--- config.mk ---
export PLATFORM = sky130hd
export DESIGN_NAME = vgti_fifo
export DESIGN_NICKNAME = d
export VERILOG_FILES = /design/src/hw/rtl/vgti_pkg.sv /design/src/hw/rtl/vgti_fifo.sv
export SDC_FILE = /design/constraint.sdc
export NUM_CORES = 1
export LEC_CHECK = 0
export ABC_AREA = 1
export BUFFER_PORTS_ARGS = -buffer_cell sky130_fd_sc_hd__buf_2
export CORE_UTILIZATION = 45
export DETAILED_ROUTE_END_ITERATION = 7
export PLACE_DENSITY = 0.67
export SLEW_MARGIN = 5
export SYNTH_ARGS = -nofsm -noshare
export SYNTH_HDL_FRONTEND = slang
export SYNTH_SLANG_ARGS = --single-unit
--- constraint.sdc ---
create_clock -name clk -period 6.4 [get_ports clk]
set_input_delay 1.28 -clock clk [delete_from_list [all_inputs] [get_ports clk]]
set_output_delay 1.28 -clock clk [all_outputs]
set_load 0.03 [all_outputs]
--- src/hw/rtl/vgti_pkg.sv ---
// Shared types and constants for the voxel grid trilinear interpolator.
// No dependencies.
package vgti_pkg;

    localparam int GRID_X_DEF = 32;
    localparam int GRID_Y_DEF = 32;
    localparam int GRID_Z_DEF = 32;
    localparam int COORD_W    = 5;
    localparam int VAL_W      = 16;
    localparam int POS_W      = 32;
    localparam int FRAC_W     = 16;
    localparam int QDEPTH     = 4;
    localparam int PADDR_W    = 5;

    localparam logic CMD_WRITE = 1'b0;
    localparam logic CMD_QUERY = 1'b1;

    localparam logic [VAL_W-1:0] ONE_Q88 = 16'sd256;

    typedef enum logic [PADDR_W-1:0] {
        REG_ORIGIN_X   = 5'd0,
        REG_ORIGIN_Y   = 5'd4,
        REG_ORIGIN_Z   = 5'd8,
        REG_INV_STEP_X = 5'd12,
        REG_INV_STEP_Y = 5'd16,
        REG_INV_STEP_Z = 5'd20
    } reg_addr_t;

    typedef struct packed {
        logic                   cmd;
        logic [COORD_W-1:0]     voxel_x;
        logic [COORD_W-1:0]     voxel_y;
        logic [COORD_W-1:0]     voxel_z;
        logic signed [VAL_W-1:0] voxel_value;
        logic signed [POS_W-1:0] pos_x;
        logic signed [POS_W-1:0] pos_y;
        logic signed [POS_W-1:0] pos_z;
    } req_t;

    typedef struct packed {
        logic signed [VAL_W-1:0] interp_value;
        logic                    outside;
    } rsp_t;

    // Classified item between front and back. Cell indices fit 8 bits (grid <= 256).
    typedef struct packed {
        logic                    is_write;
        logic                    outside;
        logic [7:0]              cx;
        logic [7:0]              cy;
        logic [7:0]              cz;
        logic [FRAC_W-1:0]       fx;
        logic [FRAC_W-1:0]       fy;
        logic [FRAC_W-1:0]       fz;
        logic signed [VAL_W-1:0] wval;
    } work_t;

endpackage

--- src/hw/rtl/vgti_fifo.sv ---
// Short queue between front and back.
// Depends on vgti_pkg.
module vgti_fifo
    import vgti_pkg::*;
#(
    parameter int DEPTH = QDEPTH
) (
    input  logic  clk,
    input  logic  rst_n,
    input  logic  in_valid,
    output logic  in_ready,
    input  work_t in_data,
    output logic  out_valid,
    input  logic  out_ready,
    output work_t out_data
);
    localparam int AW = $clog2(DEPTH);
    work_t         slot_reg [DEPTH];
    logic [AW-1:0] wp_reg, rp_reg;
    logic [AW:0]   cnt_reg;
    logic          push, pop;

    assign in_ready  = (cnt_reg != (AW+1)'(DEPTH));
    assign out_valid = (cnt_reg != '0);
    assign out_data  = slot_reg[rp_reg];
    assign push = in_valid && in_ready;
    assign pop  = out_valid && out_ready;

    always_ff @(posedge clk or negedge rst_n)
    begin
        if (!rst_n)
        begin
            wp_reg  <= '0;
            rp_reg  <= '0;
            cnt_reg <= '0;
        end
        else
        begin
            if (push)
            begin
                wp_reg <= (wp_reg == AW'(DEPTH-1)) ? '0 : wp_reg + 1'b1;
            end
            if (pop)
            begin
                rp_reg <= (rp_reg == AW'(DEPTH-1)) ? '0 : rp_reg + 1'b1;
            end
            cnt_reg <= cnt_reg + (AW+1)'(push) - (AW+1)'(pop);
        end
    end

    always_ff @(posedge clk)
    begin
        if (push)
        begin
            slot_reg[wp_reg] <= in_data;
        end
    end
endmodule

==> results.py <==
metrics = {
    "drt": {
        "detail_route.drc_violations": 0,
        "route.detailed.vias_per_inst": 4.89,
        "topRoutingLayerUsed": "met5",
        "route.final.wire_length_um": 28000,
        "drtAntennaViolNets": 0,
        "detailedRoute.firstPassIterationCount": 4,
        "route.met2.wl_um": 13900,
        "wire_per_inst_um": 16.0,
        "first_iter_violations": 498,
        "routedLengthMet1_um": 11700,
        "dr_wl_met3_um": 1930,
        "via_count": 8560,
    },
    "clocking": {
        "tritoncts": "yes",
        "cts_made_buffers": 39,
        "path_clk_slew_ns": 0.06,
        "cts_setup_buffers": 0,
        "hold_buffers": 0,
        "cts_htree_levels": 2,
        "cts_repair_resize_count": 0,
        "clk_path_buf_depth": 3,
        "clkLatencyLatePin_ns": 0.52,
        "number_of_sinks_on_the_clock_net": 367,
        "clock-root-buffer": "sky130_fd_sc_hd__clkbuf_16",
    },
    "cells_and_area": {
        "numnets_final": 1389,
        "drive_above_1_share_pct": 19.5,
        "fillers": 2633,
        "final_core_util_pct": 53.9,
        "max_ffs_per_register": 360,
        "area_delta_synth_final_pct": 16.8,
    },
    "worst_setup_path": {
        "critical_r2r_launch": "cnt_reg[1]",
        "cp-end-kind": "output pin",
        "timing.critical_path.cells": "inv_4 -> buf_4 -> o211ai_1 -> nand2_1 -> buf_2",
        "worstSetupStartpointType": "flip-flop",
        "regToRegSetupSlack_ns": 3.66,
        "cp_data_arrival_time_ns": 2.88,
        "slowest_delay_ns": 0.69,
        "timing.setup.critical_path_class": "reg2out",
        "worstRegToRegCells": 5,
        "timing.critical_path.required_ns": 5.12,
        "path_max_fanout": 47,
        "r2r-end": "slot_reg[1][11]",
        "cp_slowest_cell": "sky130_fd_sc_hd__dfrtp_4",
    },
    "global_routing": {
        "overflow": 0,
        "gr-usage-all-layers_pct": 17.0,
        "grt_pass1_wl_um": 44000,
        "grt_max_degree": 236,
        "grt_pass1_vias": 8445,
        "number_of_antenna_violations_at_the_first_check_in_global_routing": 5,
    },
    "sta": {
        "finalCriticalPeriod_ns": 4.16,
        "setup_repair_after_global_routing_missed_its_margin": "false",
        "max_slew.worst_pin.slew_ns": 0.930,
        "setup_total_negative_slack_ns": 0,
        "finalClockSkew_ns": 0.0222,
        "maxClockFrequency_mhz": 241,
        "final-setup-viol-count": 0,
        "final_min_period_over_clock_period_pct": 65.0,
        "slew_headroom_pct": 38.0,
        "final-max-slew-violation-count": 0,
        "hold_violations": 0,
    },
    "place": {
        "dpl.hpwl_um": 16000,
        "gp_congestion": 0.698,
        "io_buffer_count": 185,
    },
    "synth": {
        "yosysWarnings": 0,
        "syn-instance-count": 1107,
        "synth_nets": 1209,
        "postSynthRegisterBits": 367,
        "syn-mean-instance-area_um2": 13.3,
        "synth_sequential_area_ratio_pct": 74.8,
        "post_synth_num_cell_types": 13,
        "syn_area_um2": 14700,
    },
    "min_path": {
        "hold_path_class": "reg2reg",
        "hold_path_startpoint": "cnt_reg[0]",
        "hold_path_end": "cnt_reg[0]",
        "worst_hold_path_stage_count": 1,
    },
    "floorplanning": {
        "die_w_um": 183,
        "initial_core_util_pct": 46.2,
        "chipHeight_um": 183,
        "fp.dieArea_um2": 33300,
        "core_area_um2": 31800,
        "boundaryPins": 186,
        "placement_rows": 65,
    },
    "power_and_ir_drop": {
        "power_per_cell_area_nw_per_um2": 499,
        "static-leakage-power_uw": 0.00680,
        "maximum_vdd_drop_mv": 0.361,
    },
    "status": {
        "status": "finished clean",
    },
    "job": {
        "max_cap_viol_count": 0,
    },
}
[cells by family (layout without fill, tap and decap cells)]
family | after synthesis | after routing | synth area share (%)
flip-flops | 367 | 367 | 74.8
AND/OR/NAND/NOR | 299 | 299 | 7.69
other | 0 | 2 | 0
adder cells (fa/ha/maj) | 8 | 8 | 0.733
AO/OA/AOI/OAI | 180 | 180 | 9.21
buffers and inverters | 253 | 461 | 7.53
[where the power goes]
part           leakage, µW  internal, µW  switching (µW)  total [µW]
registers          0.00338          3160             178        3340
clock network     0.000602          1280             862        2140
logic              0.00281           812            2270        3090
total              0.00680          5250            3310        8560
[layer usage]
metal / GRT usage [%] / vias up
li1: - / 4209
met1: 21.1 / 4092
met2: 29.4 / 205
met3: 4.65 / 48
met4: 4.37 / 6
met5: 0 / -
[cell type report]
class                           instances  area [µm²]  area share (%)
Timing Repair Buffer                  198        1040            6.04
Sequential cell                       367       11000            64.1
Antenna cell                            2        5.00          0.0292
Clock buffer                           44        1040            6.05
Tap cell                              435         544            3.17
Inverter                              194         731            4.26
Multi-Input combinational cell        487        2620            15.3
Clock inverter                         25         181            1.06
[cell usage in the layout (no fill, tap or decap)]
| cell | Yosys | routed |
|---|---|---|
| sky130_fd_sc_hd__edfxtp_1 | 360 | 360 |
| sky130_fd_sc_hd__nand2_1 | 287 | 287 |
| sky130_fd_sc_hd__inv_1 | 194 | 193 |
| sky130_fd_sc_hd__buf_2 | 32 | 185 |
| sky130_fd_sc_hd__o211ai_1 | 180 | 180 |
| sky130_fd_sc_hd__clkbuf_16 | 0 | 41 |
| sky130_fd_sc_hd__clkinv_1 | 0 | 15 |
| sky130_fd_sc_hd__buf_4 | 7 | 12 |
| sky130_fd_sc_hd__ha_1 | 7 | 7 |
| sky130_fd_sc_hd__clkinv_2 | 0 | 7 |
| sky130_fd_sc_hd__nand3_1 | 5 | 5 |
| sky130_fd_sc_hd__dfrtp_1 | 7 | 5 |
| sky130_fd_sc_hd__nor2_4 | 0 | 4 |
| sky130_fd_sc_hd__nor2_1 | 7 | 3 |
| sky130_fd_sc_hd__clkbuf_1 | 8 | 3 |
| sky130_fd_sc_hd__bufinv_16 | 0 | 3 |
| sky130_fd_sc_hd__diode_2 | 0 | 2 |
| sky130_fd_sc_hd__dfrtp_4 | 0 | 2 |
| sky130_fd_sc_hd__inv_4 | 0 | 1 |
| sky130_fd_sc_hd__fa_1 | 1 | 1 |
| sky130_fd_sc_hd__buf_12 | 0 | 1 |
[per-stage QoR]
| stage | total power (µW) | setup slack, ns | hold slack, ns | area [µm²] | std cells |
|---|---|---|---|---|---|
| after floorplan | 5740 | 0.662 | 0.479 | 14700 | 1107 |
| after global placement | 6500 | 2.71 | 0.499 | 15900 | 1681 |
| after detailed placement | 6530 | 2.71 | 0.504 | 15900 | 1681 |
| after CTS | 8680 | 2.15 | 0.517 | 17100 | 1750 |
| after global routing | 9060 | 2.00 | 0.537 | 17100 | 1750 |
| final | 8560 | 2.24 | 0.508 | 17100 | 1752 |
[Yosys cell counts]
| master | instances | area (µm²) |
|---|---|---|
| sky130_fd_sc_hd__edfxtp_1 | 360 | 10800 |
| sky130_fd_sc_hd__nor2_1 | 7 | 26.3 |
| sky130_fd_sc_hd__clkbuf_1 | 8 | 30.0 |
| sky130_fd_sc_hd__dfrtp_1 | 7 | 175 |
| sky130_fd_sc_hd__buf_4 | 7 | 52.6 |
| sky130_fd_sc_hd__ha_1 | 7 | 87.6 |
| sky130_fd_sc_hd__inv_1 | 194 | 728 |
| sky130_fd_sc_hd__o211ai_1 | 180 | 1350 |
| sky130_fd_sc_hd__fa_1 | 1 | 20.0 |
| sky130_fd_sc_hd__buf_6 | 12 | 135 |
| sky130_fd_sc_hd__nand2_1 | 287 | 1080 |
| sky130_fd_sc_hd__nand3_1 | 5 | 25.0 |
| sky130_fd_sc_hd__buf_2 | 32 | 160 |
[worst max-delay path: cells and delay by family, from the launching register on]
family | cells | cell delay [ns]
and+or+nand+nor | 1 | 0.11
AOI/OAI and AO/OA | 1 | 0.17
buffers and inverters | 3 | 1.32
DFF | 1 | 0.69
[worst max path at each step]
stage,end,start,depth (start not counted)
floorplan,slot_reg[0][0],in_valid,2
global placement,out_data[14],rp_reg[1],5
detailed placement,out_data[31],rp_reg[1],5
CTS,out_data[31],rp_reg[1],5
global route,out_data[77],rp_reg[1],5
finish,out_data[14],rp_reg[1],5
Power figures use the tool's default switching activity.
